==> src/sv/ttr_pkg.sv <==
`default_nettype none

package ttr_pkg;

  localparam int unsigned StampW      = 63;
  localparam int unsigned CfgW        = 40;
  localparam int unsigned CfgIdxW     = 1;
  localparam int unsigned AluW        = 64;
  localparam int unsigned DefRingDepth = 16;

  typedef logic [StampW-1:0]  stamp_t;
  typedef logic [CfgW-1:0]    cfg_word_t;
  typedef logic [CfgIdxW-1:0] cfg_idx_t;
  typedef logic [AluW-1:0]    alu_word_t;

  // configuration register indexes
  localparam cfg_idx_t CfgMatchTol = 1'b0;
  localparam cfg_idx_t CfgMaxWait  = 1'b1;

  typedef enum logic [2:0] {
    StIdle,
    StRead,
    StSub,
    StAbs,
    StCmp
  } state_e;

endpackage

`default_nettype wire

==> src/sv/ttr_in_if.sv <==
`default_nettype none

interface ttr_in_if;
  logic           valid;
  logic           ready;
  logic           kind;
  ttr_pkg::stamp_t event_precise_stamp;
  ttr_pkg::stamp_t event_utc_stamp;
  ttr_pkg::stamp_t trigger_stamp;
  ttr_pkg::stamp_t now_ns;

  modport source (
    output valid, kind, event_precise_stamp, event_utc_stamp, trigger_stamp, now_ns,
    input  ready
  );
  modport sink (
    input  valid, kind, event_precise_stamp, event_utc_stamp, trigger_stamp, now_ns,
    output ready
  );
  modport monitor (
    input valid, ready, kind, event_precise_stamp, event_utc_stamp, trigger_stamp, now_ns
  );
endinterface

`default_nettype wire

==> src/sv/ttr_out_if.sv <==
`default_nettype none

interface ttr_out_if;
  logic           valid;
  logic           ready;
  logic           released;
  logic           no_match_flag;
  ttr_pkg::stamp_t stamp_out;
  logic           overflow;

  modport source (
    output valid, released, no_match_flag, stamp_out, overflow,
    input  ready
  );
  modport sink (
    input  valid, released, no_match_flag, stamp_out, overflow,
    output ready
  );
  modport monitor (
    input valid, ready, released, no_match_flag, stamp_out, overflow
  );
endinterface

`default_nettype wire

==> src/sv/trigger_timestamp_realigner.sv <==
// Realigns trigger stamps to precise timing events held in a ring of RING_DEPTH entries.
// An add beat (kind 0) stores one event and returns its result in the cycle after the
// accept, with overflow set when the oldest event had to be dropped. A trigger beat
// (kind 1) walks the ring from the oldest event; every event out of tolerance is
// dropped and sets no_match_flag, the first event within tolerance is consumed and its
// precise stamp is released; if none is, the trigger's own stamp is released. A trigger
// that finds the ring empty is held (released 0) and should be presented again; it is
// forced out with no_match_flag once the time since the first hold exceeds max_wait_ns.
// Exactly one result beat per input beat. All arithmetic goes through one 64-bit
// subtractor, so each comparison is three steps: a difference (StSub), an absolute
// value (StAbs) and a limit check (StCmp). A trigger on an empty ring goes straight to
// StSub; each event that a walk examines first passes StRead for the registered ring
// read. The block accepts one beat at a time and is not ready while a trigger is being
// processed. Config writes are only to be issued while the block is idle.
`default_nettype none

module trigger_timestamp_realigner #(
  parameter int unsigned RING_DEPTH = ttr_pkg::DefRingDepth
) (
  input  wire logic               clk_i,
  input  wire logic               rst_ni,
  input  wire logic               cfg_we_i,
  input  wire ttr_pkg::cfg_idx_t  cfg_idx_i,
  input  wire ttr_pkg::cfg_word_t cfg_data_i,
  ttr_in_if.sink                  in_i,
  ttr_out_if.source               out_o
);

  localparam int unsigned PtrW = (RING_DEPTH > 1) ? $clog2(RING_DEPTH) : 1;
  localparam int unsigned OccW = $clog2(RING_DEPTH + 1);
  localparam logic [PtrW-1:0] LastPos = PtrW'(RING_DEPTH - 1);
  localparam logic [OccW-1:0] FullOcc = OccW'(RING_DEPTH);
  localparam logic [OccW-1:0] OneOcc  = OccW'(1);

  // ring storage, no reset: an entry is only read while occupied
  ttr_pkg::stamp_t precise_mem [RING_DEPTH];
  ttr_pkg::stamp_t utc_mem     [RING_DEPTH];

  // control state
  ttr_pkg::state_e   state_q, state_d;
  ttr_pkg::cfg_word_t tol_q, wait_lim_q;
  logic [PtrW-1:0]   wr_pos_q, wr_pos_d;
  logic [PtrW-1:0]   rd_pos_q, rd_pos_d;
  logic [OccW-1:0]   occ_q, occ_d;
  logic              waiting_q, waiting_d;
  ttr_pkg::stamp_t   wait_start_q, wait_start_d;
  logic              walk_q, walk_d;     // 1: walking the ring, 0: checking a hold
  logic              flag_q, flag_d;     // an event was dropped during this walk
  logic              out_valid_q, out_valid_d;

  // payload state
  ttr_pkg::stamp_t   trig_q, trig_d;
  ttr_pkg::stamp_t   now_q, now_d;
  ttr_pkg::stamp_t   rd_precise_q, rd_utc_q;
  ttr_pkg::alu_word_t res_q, res_d;
  logic              borrow_q, borrow_d;
  logic              out_released_q, out_released_d;
  logic              out_flag_q, out_flag_d;
  ttr_pkg::stamp_t   out_stamp_q, out_stamp_d;
  logic              out_ovf_q, out_ovf_d;

  logic              in_ready;
  logic              in_acc;
  logic              mem_we;

  // shared subtractor
  ttr_pkg::alu_word_t alu_a, alu_b;
  logic [ttr_pkg::AluW:0] alu_res;
  logic              alu_borrow;
  ttr_pkg::cfg_word_t lim;

  assign in_ready = (state_q == ttr_pkg::StIdle) && (!out_valid_q || out_o.ready);
  assign in_acc   = in_i.valid && in_ready;
  assign mem_we   = in_acc && !in_i.kind;

  assign in_i.ready          = in_ready;
  assign out_o.valid         = out_valid_q;
  assign out_o.released      = out_released_q;
  assign out_o.no_match_flag = out_flag_q;
  assign out_o.stamp_out     = out_stamp_q;
  assign out_o.overflow      = out_ovf_q;

  function automatic logic [PtrW-1:0] next_pos(input logic [PtrW-1:0] p);
    return (p == LastPos) ? '0 : p + PtrW'(1);
  endfunction

  // operand select for the subtractor
  assign lim = walk_q ? tol_q : wait_lim_q;

  always_comb begin
    alu_a = '0;
    alu_b = '0;
    unique case (state_q)
      ttr_pkg::StSub: begin
        // signed difference of the two stamps
        alu_a = walk_q ? {1'b0, trig_q}   : {1'b0, now_q};
        alu_b = walk_q ? {1'b0, rd_utc_q} : {1'b0, wait_start_q};
      end
      ttr_pkg::StAbs: begin
        // negate, kept only when the difference went negative
        alu_a = '0;
        alu_b = res_q;
      end
      ttr_pkg::StCmp: begin
        // borrow out means the distance exceeds the limit
        alu_a = {{(ttr_pkg::AluW - ttr_pkg::CfgW){1'b0}}, lim};
        alu_b = res_q;
      end
      default: begin
        alu_a = '0;
        alu_b = '0;
      end
    endcase
  end

  assign alu_res    = {1'b0, alu_a} - {1'b0, alu_b};
  assign alu_borrow = alu_res[ttr_pkg::AluW];

  // next state
  always_comb begin
    state_d = state_q;
    unique case (state_q)
      ttr_pkg::StIdle: begin
        if (in_acc && in_i.kind) begin
          state_d = (occ_q == '0) ? ttr_pkg::StSub : ttr_pkg::StRead;
        end
      end
      ttr_pkg::StRead: state_d = ttr_pkg::StSub;
      ttr_pkg::StSub:  state_d = ttr_pkg::StAbs;
      ttr_pkg::StAbs:  state_d = ttr_pkg::StCmp;
      ttr_pkg::StCmp: begin
        // keep walking while events are dropped and some remain
        if (walk_q && alu_borrow && (occ_q != OneOcc)) begin
          state_d = ttr_pkg::StRead;
        end else begin
          state_d = ttr_pkg::StIdle;
        end
      end
      default: state_d = ttr_pkg::StIdle;
    endcase
  end

  // datapath and result
  always_comb begin
    wr_pos_d       = wr_pos_q;
    rd_pos_d       = rd_pos_q;
    occ_d          = occ_q;
    waiting_d      = waiting_q;
    wait_start_d   = wait_start_q;
    walk_d         = walk_q;
    flag_d         = flag_q;
    trig_d         = trig_q;
    now_d          = now_q;
    res_d          = res_q;
    borrow_d       = borrow_q;
    out_valid_d    = out_valid_q;
    out_released_d = out_released_q;
    out_flag_d     = out_flag_q;
    out_stamp_d    = out_stamp_q;
    out_ovf_d      = out_ovf_q;

    if (out_valid_q && out_o.ready) begin
      out_valid_d = 1'b0;
    end

    unique case (state_q)
      ttr_pkg::StIdle: begin
        if (in_acc) begin
          trig_d = in_i.trigger_stamp;
          now_d  = in_i.now_ns;
          if (!in_i.kind) begin
            wr_pos_d       = next_pos(wr_pos_q);
            out_valid_d    = 1'b1;
            out_released_d = 1'b0;
            out_flag_d     = 1'b0;
            out_stamp_d    = '0;
            if (occ_q == FullOcc) begin
              // full ring: drop the oldest event
              rd_pos_d  = next_pos(rd_pos_q);
              out_ovf_d = 1'b1;
            end else begin
              occ_d     = occ_q + OccW'(1);
              out_ovf_d = 1'b0;
            end
          end else begin
            walk_d = (occ_q != '0);
            flag_d = 1'b0;
            if ((occ_q == '0) && !waiting_q) begin
              // first hold starts the wait clock
              waiting_d    = 1'b1;
              wait_start_d = in_i.now_ns;
            end
          end
        end
      end
      ttr_pkg::StRead: begin
      end
      ttr_pkg::StSub: begin
        res_d    = alu_res[ttr_pkg::AluW-1:0];
        borrow_d = alu_borrow;
      end
      ttr_pkg::StAbs: begin
        if (borrow_q) begin
          res_d = alu_res[ttr_pkg::AluW-1:0];
        end
      end
      ttr_pkg::StCmp: begin
        out_ovf_d = 1'b0;
        if (walk_q) begin
          // event consumed either way
          rd_pos_d     = next_pos(rd_pos_q);
          occ_d        = occ_q - OccW'(1);
          waiting_d    = 1'b0;
          wait_start_d = '0;
          if (alu_borrow) begin
            flag_d = 1'b1;
            if (occ_q == OneOcc) begin
              // ring ran dry: release the trigger's own stamp
              out_valid_d    = 1'b1;
              out_released_d = 1'b1;
              out_flag_d     = 1'b1;
              out_stamp_d    = trig_q;
            end
          end else begin
            out_valid_d    = 1'b1;
            out_released_d = 1'b1;
            out_flag_d     = flag_q;
            out_stamp_d    = rd_precise_q;
          end
        end else begin
          out_valid_d = 1'b1;
          if (alu_borrow) begin
            // wait timed out
            waiting_d      = 1'b0;
            wait_start_d   = '0;
            out_released_d = 1'b1;
            out_flag_d     = 1'b1;
            out_stamp_d    = trig_q;
          end else begin
            out_released_d = 1'b0;
            out_flag_d     = 1'b0;
            out_stamp_d    = '0;
          end
        end
      end
      default: begin
      end
    endcase
  end

  always_ff @(posedge clk_i or negedge rst_ni) begin
    if (!rst_ni) begin
      state_q      <= ttr_pkg::StIdle;
      tol_q        <= '0;
      wait_lim_q   <= '0;
      wr_pos_q     <= '0;
      rd_pos_q     <= '0;
      occ_q        <= '0;
      waiting_q    <= 1'b0;
      wait_start_q <= '0;
      walk_q       <= 1'b0;
      flag_q       <= 1'b0;
      out_valid_q  <= 1'b0;
    end else begin
      state_q      <= state_d;
      wr_pos_q     <= wr_pos_d;
      rd_pos_q     <= rd_pos_d;
      occ_q        <= occ_d;
      waiting_q    <= waiting_d;
      wait_start_q <= wait_start_d;
      walk_q       <= walk_d;
      flag_q       <= flag_d;
      out_valid_q  <= out_valid_d;
      if (cfg_we_i) begin
        unique case (cfg_idx_i)
          ttr_pkg::CfgMatchTol: tol_q      <= cfg_data_i;
          ttr_pkg::CfgMaxWait:  wait_lim_q <= cfg_data_i;
          default: begin
          end
        endcase
      end
    end
  end

  always_ff @(posedge clk_i) begin
    trig_q         <= trig_d;
    now_q          <= now_d;
    res_q          <= res_d;
    borrow_q       <= borrow_d;
    out_released_q <= out_released_d;
    out_flag_q     <= out_flag_d;
    out_stamp_q    <= out_stamp_d;
    out_ovf_q      <= out_ovf_d;
  end

  // ring memory: one write port, one registered read port
  always_ff @(posedge clk_i) begin
    if (mem_we) begin
      precise_mem[wr_pos_q] <= in_i.event_precise_stamp;
      utc_mem[wr_pos_q]     <= in_i.event_utc_stamp;
    end
    if (state_q == ttr_pkg::StRead) begin
      rd_precise_q <= precise_mem[rd_pos_q];
      rd_utc_q     <= utc_mem[rd_pos_q];
    end
  end

endmodule

`default_nettype wire

==> src/flat_wrapper.sv <==
// flat-port wrapper written by rule: the top's interface ports become plain ports
module trigger_timestamp_realigner_flat 
#(
  parameter int unsigned RING_DEPTH = ttr_pkg::DefRingDepth
)
  (clk_i, rst_ni, cfg_we_i, cfg_idx_i, cfg_data_i, in_i_valid, in_i_kind, in_i_event_precise_stamp, in_i_event_utc_stamp, in_i_trigger_stamp, in_i_now_ns, in_i_ready, out_o_valid, out_o_released, out_o_no_match_flag, out_o_stamp_out, out_o_overflow, out_o_ready);
  ttr_in_if in_i_i ();
  ttr_out_if out_o_i ();
  input  wire logic clk_i;
  input  wire logic rst_ni;
  input  wire logic cfg_we_i;
  input  wire ttr_pkg::cfg_idx_t cfg_idx_i;
  input  wire ttr_pkg::cfg_word_t cfg_data_i;
  input wire logic [$bits(in_i_i.valid)-1:0] in_i_valid;
  input wire logic [$bits(in_i_i.kind)-1:0] in_i_kind;
  input wire logic [$bits(in_i_i.event_precise_stamp)-1:0] in_i_event_precise_stamp;
  input wire logic [$bits(in_i_i.event_utc_stamp)-1:0] in_i_event_utc_stamp;
  input wire logic [$bits(in_i_i.trigger_stamp)-1:0] in_i_trigger_stamp;
  input wire logic [$bits(in_i_i.now_ns)-1:0] in_i_now_ns;
  output wire logic [$bits(in_i_i.ready)-1:0] in_i_ready;
  output wire logic [$bits(out_o_i.valid)-1:0] out_o_valid;
  output wire logic [$bits(out_o_i.released)-1:0] out_o_released;
  output wire logic [$bits(out_o_i.no_match_flag)-1:0] out_o_no_match_flag;
  output wire logic [$bits(out_o_i.stamp_out)-1:0] out_o_stamp_out;
  output wire logic [$bits(out_o_i.overflow)-1:0] out_o_overflow;
  input wire logic [$bits(out_o_i.ready)-1:0] out_o_ready;
  assign in_i_i.valid = in_i_valid;
  assign in_i_i.kind = in_i_kind;
  assign in_i_i.event_precise_stamp = in_i_event_precise_stamp;
  assign in_i_i.event_utc_stamp = in_i_event_utc_stamp;
  assign in_i_i.trigger_stamp = in_i_trigger_stamp;
  assign in_i_i.now_ns = in_i_now_ns;
  assign in_i_ready = in_i_i.ready;
  assign out_o_valid = out_o_i.valid;
  assign out_o_released = out_o_i.released;
  assign out_o_no_match_flag = out_o_i.no_match_flag;
  assign out_o_stamp_out = out_o_i.stamp_out;
  assign out_o_overflow = out_o_i.overflow;
  assign out_o_i.ready = out_o_ready;
  trigger_timestamp_realigner #(.RING_DEPTH(RING_DEPTH)) u_core (.clk_i(clk_i), .rst_ni(rst_ni), .cfg_we_i(cfg_we_i), .cfg_idx_i(cfg_idx_i), .cfg_data_i(cfg_data_i), .in_i(in_i_i), .out_o(out_o_i));
endmodule
==> config.mk <==
export PLATFORM = sky130hd
export DESIGN_NAME = trigger_timestamp_realigner_flat
export DESIGN_NICKNAME = d
export VERILOG_FILES = /design/src/sv/ttr_pkg.sv /design/src/sv/ttr_in_if.sv /design/src/sv/ttr_out_if.sv /design/src/sv/trigger_timestamp_realigner.sv /design/src/flat_wrapper.sv
export SDC_FILE = /design/constraint.sdc
export NUM_CORES = 2
export LEC_CHECK = 0
export ABC_AREA = 1
export ABC_CLOCK_PERIOD_IN_PS = 10300
export BUFFER_PORTS_ARGS = -buffer_cell sky130_fd_sc_hd__buf_2
export CAP_MARGIN = 10
export CORE_ASPECT_RATIO = 2
export CORE_MARGIN = 2
export CORE_UTILIZATION = 34
export DETAILED_ROUTE_END_ITERATION = 10
export GPL_ROUTABILITY_DRIVEN = 0
export PLACE_DENSITY_LB_ADDON = 0.08
export SYNTH_ARGS = -nofsm -noshare
export SYNTH_HDL_FRONTEND = slang
export SYNTH_SLANG_ARGS = --single-unit
==> constraint.sdc <==
create_clock -name clk_i -period 10.3 [get_ports clk_i]
set_clock_uncertainty 0.1 [all_clocks]
set_input_delay 2.06 -clock clk_i [delete_from_list [all_inputs] [get_ports clk_i]]
set_output_delay 2.06 -clock clk_i [all_outputs]
set_load 0.05 [all_outputs]
### After elaboration in Yosys (flattened, before gate mapping)

Memories as Yosys holds them, arrays and structs flattened. A register that Yosys moved wholly into a read port is not among the register bits.
Index checks and enable logic that the tools add are counted.

* add/sub/neg operators: 5
* equal/unequal tests: 21
* multiplexer cells: 70
* bitwise gates (word level): 2
* reduce and logical (&&, ||, !) cells: 30

Operators with widths (number)
* $mux 63: 13
* $pmux 64 s2: 3
* $pmux 63 s2: 2
* $sub 64x64->65: 1
* $mux 64: 1
* $mux 40: 1
* $mux 1: 29
* $mux 4: 6
* $mux 5: 4
* $reduce_and 5->1: 4
* $pmux 3 s5: 1
* $ne 2x2->1 const B: 6
* $pmux 1 s2: 6
* $pmux 5 s2: 1
* $reduce_and 3->1: 3
* $add 4x1->4 const B: 2
* $eq 4x4->1 const B: 2
* $logic_and 1x1->1: 8
* $ne 2x1->1 const B: 4
* $pmux 4 s2: 1
* $reduce_and 2->1: 4
* $eq 3x2->1 const B: 2
* $add 5x1->5 const B: 1
* $eq 5x1->1 const B: 1
* other kinds (18): 22

* flip-flop bits (word level): 420
* RAM bits: 2016
* input port bits: 299
* output and inout bits: 68
* logic and storage cells: 149
* memories: 2

Memories
* u_core.precise_mem: depth 16, width 63, rd ports 1, clocked after Yosys merged registers in 1, write ports 1, line trigger_timestamp_realigner.sv:36 `ttr_pkg::stamp_t precise_mem [RING_DEPTH];`
* u_core.utc_mem: depth 16, width 63, rd ports 1, clocked after Yosys merged registers in 1, write ports 1, line trigger_timestamp_realigner.sv:37 `ttr_pkg::stamp_t utc_mem [RING_DEPTH];`

### Depth between registers and ports, before layout

* depth after elaboration: 8
* depth in mapped cells: 26
* depth with buffers taken out: 24

### Worst setup path after synthesis

OpenSTA, ideal clock, no wires.

* path type: register to register
* start point: register u_core.state_q[2]
* end point: register u_core.rd_precise_q[0], read port of u_core.precise_mem (enable)
* setup time: 0.768 ns
* arrival: 9.049 ns
* required time: 9.432 ns
* path slack: 0.383 ns
* stages on the path, launching flop included: 2
* buffers on the path: 0
* period minus slack after synthesis: 9.917 ns
* cell sequence: dfrtp_1 > nor3_1

* word-level cells in the longest chain between the ends: 1

Ends and longest elaborated chain
* start, declared: line trigger_timestamp_realigner.sv:40 `ttr_pkg::state_e state_q, state_d;`
* start signal, assigned: line trigger_timestamp_realigner.sv:253 `state_q <= ttr_pkg::StIdle;`
* start signal, assigned: line trigger_timestamp_realigner.sv:265 `state_q <= state_d;`
* $eq 3x1->1: line trigger_timestamp_realigner.sv:302 `if (state_q == ttr_pkg::StRead) begin`
* end, declared: line trigger_timestamp_realigner.sv:54 `ttr_pkg::stamp_t rd_precise_q, rd_utc_q;`

Every way passes these cells.
A chain may end at the register's enable or synchronous reset.

### Worst setup path in the final report

* start point: register u_core.state_q[2]
* end point: register u_core.wait_start_q[45]

* word-level cells in the longest chain between the ends: 6
* elaborated cells between the ends (all ways): 17
* classes of those cells: add/sub (1); eq/ne (7); mux (3); reduce/logical (6)

Ends and longest elaborated chain
* $eq 3x2->1 or $eq 3x3->1 (tied branches): line trigger_timestamp_realigner.sv:93, trigger_timestamp_realigner.sv:166
* $reduce_or 2->1 (no line)
* $pmux 64 s2: line trigger_timestamp_realigner.sv:93 `unique case (state_q)`
* $sub 64x64->65: line trigger_timestamp_realigner.sv:116 `assign alu_res = {1'b0, alu_a} - {1'b0, alu_b};`
* $ne 3x1->1 (no line)
* $reduce_and 5->1 (no line)
* end signal, assigned: line trigger_timestamp_realigner.sv:270 `wait_start_q <= wait_start_d;`
* end, declared: line trigger_timestamp_realigner.sv:46 `ttr_pkg::stamp_t wait_start_q, wait_start_d;`

Several ways; a longest one is shown, not always the timed one.

==> run summary <==
Status
* **result of the run** finished clean

Finish
* **Area growth syn-to-layout** 13.3%
* **share of the core filled with cells in the final layout** 0.387
* **proportion of layout cells with a drive suffix above 1** 0.102
* **number of nets in the finished design** 9,069

Floorplan
* **die height** 787 µm
* **initial standard-cell utilization of the core** 0.342
* **Core Region** 305,000 µm²
* **die outline area** 311,000 µm²
* **Top-Level Pins** 367
* **width of the die** 396 µm
* **standard-cell rows** 287

Timing
* **achievable clock frequency** 0.156 GHz
* **Min Clock Period, post-route** 6430 ps
* **normalized max-slew margin** 0.171
* **Period Utilization, post-route** 0.624
* **actual transition at the worst max-transition pin** 1240 ps
* **count of endpoints failing setup in the final report** 0
* **setup repair after global routing missed its margin** no
* **final number of max-transition violations** 0
* **final setup TNS** 0 ps
* **final hold vios** 0

Power
* **net switching fraction of the power** 0.439
* **Pwr per Cell Area** 316 nW/µm²
* **worst ir drop on vdd** 0.226 mV
* **power share of the clock group** 0.236
* **net load switching power** 16.4 mW
* **Comb pwr share** 0.398
* **static leakage** 41.4 nW
* **power consumption** 37.3 mW
* **part of the total power dissipated in sequential elements** 0.366
* **internal power summed over all cells** 20.9 mW

Worst setup path
* **critical register-to-register path endpoint** u_core.wait_start_q[45]$_DFFE_PN0P_
* **startpoint class of the critical path** flop
* **depth of the worst register-to-register path** 20
* **Req. time, crit path** 10,970 ps
* **launch instance of the worst register-to-register path** u_core.state_q[2]$_DFFE_PN0P_
* **crit-path max FO** 75
* **category of the most critical setup path** reg2reg
* **Critical Path Sink Type** flop
* **Crit path arrival time** 7100 ps
* **worst-case register-to-register setup slack** 3870 ps

Route
* **via count** 70,642
* **drt initial violations** 6,300
* **count of nets left with antenna violations after detail routing** 0
* **first-pass detailed-route iteration total** 8
* **DRC violations left** 0
* **number of vias per cell** 5.44
* **routed length per placed instance** 30.7 µm
* **Final Routed Wirelength** 398,000 µm

Synth
* **post-synthesis net count** 8,861
* **most frequently used flop master after synthesis** sky130_fd_sc_hd__edfxtp_1
* **share of Yosys cell area claimed by the top area cell type** 0.691
* **number of warnings reported in the yosys synthesis log** 0
* **Post-Synthesis Cell Area** 104,000 µm²
* **number of synthesized flops with an enable pin** 2,399
* **Unique masters post-synth** 46
* **sequential cell area fraction in the yosys report** 0.730
* **top area cells in the synthesized netlist** sky130_fd_sc_hd__edfxtp_1 69%, sky130_fd_sc_hd__nand2_1 6.3%, sky130_fd_sc_hd__dfrtp_1 3.9%, sky130_fd_sc_hd__o21ai_0 3.9%, sky130_fd_sc_hd__nor2_1 2.9%
* **Cells after Synth** 8,490
* **ys async rst share** 0.0636
* **number of synthesized register bits** 2,562
* **Synth area leader** sky130_fd_sc_hd__edfxtp_1
* **Synth Area per Inst** 12.3 µm²

Clock network
* **clock transition time at the flip-flop clock pins of the worst setup and hold paths** 60 ps
* **clock sink count** 2,562
* **largest buffer count on any clock path** 4
* **clock root buffer** sky130_fd_sc_hd__clkbuf_16
* **CTS buffer count** 239
* **CTS H-Tree Depth** 4
* **post-CTS setup repair buffer count** 0
* **source-to-sink clock delay at the later pin of the worst-skew pair** 910 ps
* **clock tree from TritonCTS** built
* **Resized cells post-CTS** 0
* **Post-CTS Hold Buffers** 0

Min path
* **terminating pin of the worst hold path** u_core.wait_start_q[25]$_DFFE_PN0P_
* **cell depth of the worst min-delay path** 2
* **worst hold-check path type** reg2reg
* **critical hold path startpoint** u_core.wait_start_q[25]$_DFFE_PN0P_

Global route
* **pin count of the biggest net entering global routing** 160
* **global route total overflow** 0
* **global-route wire length before repair** 551,000 µm
* **global router's overall resource usage** 0.249
* **number of global-route vias before repair** 69,762
* **number of antenna violations at the first check in global routing** 97

Placement
* **count of buffers inserted at the top-level ports** 366
* **sum of net half-perimeters after detailed placement** 237,000 µm

Run
* **maxcap violations** 0

-- metrics by stage --
step	hold slack, ps	cells	setup WS (ps)	cell area (µm²)
CTS	375	12937	3950	118000
global placement	367	12502	4110	111000
global route	404	12959	3570	118000
floorplan	334	8490	383	104000
finish	376	12988	3870	118000
detailed placement	358	12503	3970	111000
-- Yosys cell counts, types with 10 or more instances --
cell / n
sky130_fd_sc_hd__buf_1: 46
sky130_fd_sc_hd__xor2_1: 47
sky130_fd_sc_hd__nand2_1: 1739
sky130_fd_sc_hd__a21o_1: 10
sky130_fd_sc_hd__buf_2: 44
sky130_fd_sc_hd__o21ai_1: 38
sky130_fd_sc_hd__o21ai_0: 814
sky130_fd_sc_hd__o221ai_1: 99
sky130_fd_sc_hd__o31ai_1: 63
sky130_fd_sc_hd__nand4_1: 109
sky130_fd_sc_hd__nor3_1: 14
sky130_fd_sc_hd__clkbuf_1: 408
sky130_fd_sc_hd__or2_2: 41
sky130_fd_sc_hd__dfrtp_1: 163
sky130_fd_sc_hd__o21bai_1: 20
sky130_fd_sc_hd__o22ai_1: 153
sky130_fd_sc_hd__ha_1: 71
sky130_fd_sc_hd__a21oi_1: 507
sky130_fd_sc_hd__buf_6: 10
sky130_fd_sc_hd__nor2_1: 807
sky130_fd_sc_hd__a221oi_1: 152
sky130_fd_sc_hd__edfxtp_1: 2399
sky130_fd_sc_hd__nand3b_1: 67
sky130_fd_sc_hd__inv_1: 282
sky130_fd_sc_hd__nand3_1: 332
-- registers in the layout, indices dropped and copies added (netlist names), 3 cells and up --
signal	flops
u_core.out_o.stamp_out	63
u_core.rd_utc_q	63
u_core.res_q	64
u_core.state_q	3
u_core.rd_precise_q	63
u_core.now_q	63
u_core.precise_mem	1008
u_core.trig_q	63
u_core.occ_q	5
u_core.wait_start_q	63
u_core.tol_q	40
u_core.utc_mem	1008
u_core.wait_lim_q	40
u_core.rd_pos_q	4
u_core.wr_pos_q	4
-- area by class of cell --
| cell class | count | area (µm²) |
|---|---|---|
| fillers | 29313 | 187000 |
| flip-flops and latches | 2562 | 76100 |
| multi-input cells | 5117 | 25100 |
| clock buffers | 305 | 6300 |
| well taps | 4046 | 5060 |
| repair buffers | 485 | 3060 |
| clock inverters | 129 | 1150 |
| inverters | 293 | 1150 |
| diodes | 51 | 128 |
-- cell families (layout without fill, tap and decap cells) --
logic type / Yosys count / in the layout / synth area share
xor+xnor: 51 / 51 / 0.00428
simple gates: 3126 / 3126 / 0.123
flops: 2562 / 2562 / 0.730
other cells: 0 / 51 / 0
compound gates: 1867 / 1867 / 0.103
fa+ha+maj: 72 / 72 / 0.00871
buf+inv: 811 / 1212 / 0.0307
mux: 1 / 1 / 0.000108
-- worst max-delay path by stage --
stage / to / slack [ps] / startpoint
floorplan: u_core.rd_precise_q[0]$_DFFE_PP_ / 380 / u_core.state_q[2]$_DFFE_PN0P_
global placement: u_core.wait_start_q[37]$_DFFE_PN0P_ / 4110 / u_core.state_q[1]$_DFFE_PN0P_
detailed placement: u_core.wait_start_q[42]$_DFFE_PN0P_ / 3970 / u_core.state_q[1]$_DFFE_PN0P_
CTS: u_core.wait_start_q[47]$_DFFE_PN0P_ / 3950 / u_core.state_q[1]$_DFFE_PN0P_
global route: u_core.wait_start_q[56]$_DFFE_PN0P_ / 3570 / u_core.state_q[1]$_DFFE_PN0P_
finish: u_core.wait_start_q[45]$_DFFE_PN0P_ / 3870 / u_core.state_q[2]$_DFFE_PN0P_
-- layout by cell type, fill, tap and decap left out, drive strengths merged, types with 51 or more instances in the layout --
master / synthesis / final
nand3: 333 / 333
nand3b: 67 / 67
buf: 107 / 484
inv: 291 / 297
o31ai: 63 / 63
nand4: 109 / 109
clkinv: 2 / 100
a221oi: 152 / 152
edfxtp: 2399 / 2399
dfrtp: 163 / 163
clkbuf: 411 / 306
o22ai: 153 / 153
ha: 71 / 71
nand2: 1746 / 1746
diode: 0 / 51
o21ai: 852 / 852
a21oi: 508 / 508
nor2: 812 / 812
o221ai: 99 / 99
-- worst max-delay path, stage by stage (launching register included) --
cell                      delay [ps]
sky130_fd_sc_hd__dfrtp_1         460
sky130_fd_sc_hd__inv_2           100
sky130_fd_sc_hd__nand2_1         140
sky130_fd_sc_hd__nor2_1          120
sky130_fd_sc_hd__inv_4           540
sky130_fd_sc_hd__buf_4           800
sky130_fd_sc_hd__a21oi_1         130
sky130_fd_sc_hd__ha_1            400
sky130_fd_sc_hd__nand2_1         160
sky130_fd_sc_hd__inv_1            60
sky130_fd_sc_hd__nand2_1          60
sky130_fd_sc_hd__nand2_1          60
sky130_fd_sc_hd__a21oi_1         640
sky130_fd_sc_hd__a21oi_1         180
sky130_fd_sc_hd__nor2_2          200
sky130_fd_sc_hd__nand2_4         160
sky130_fd_sc_hd__nand2_2          80
sky130_fd_sc_hd__buf_4           640
sky130_fd_sc_hd__nand2_4         680
sky130_fd_sc_hd__nand2_1         220
sky130_fd_sc_hd__nand2_1          70
-- power by group through the flow --
stage / sequential, mW / combinational [mW] / clock (mW)
floorplan: 13.6 / 8.07 / 0
global placement: 13.9 / 14.5 / 0
detailed placement: 13.8 / 14.6 / 0
CTS: 13.6 / 14.6 / 9.01
global route: 13.7 / 15.8 / 9.33
finish: 13.7 / 14.8 / 8.82
-- metal layers --
metal / up-vias / wire, µm / track usage / part of all wire
li1: 31175 / - / - / -
met1: 36231 / 155000 / 0.301 / 0.39
met2: 2401 / 196000 / 0.426 / 0.49
met3: 785 / 23400 / 0.0429 / 0.059
met4: 50 / 23300 / 0.127 / 0.058
met5: - / 319 / 0 / 0.00080
Power figures use the tool's default switching activity.
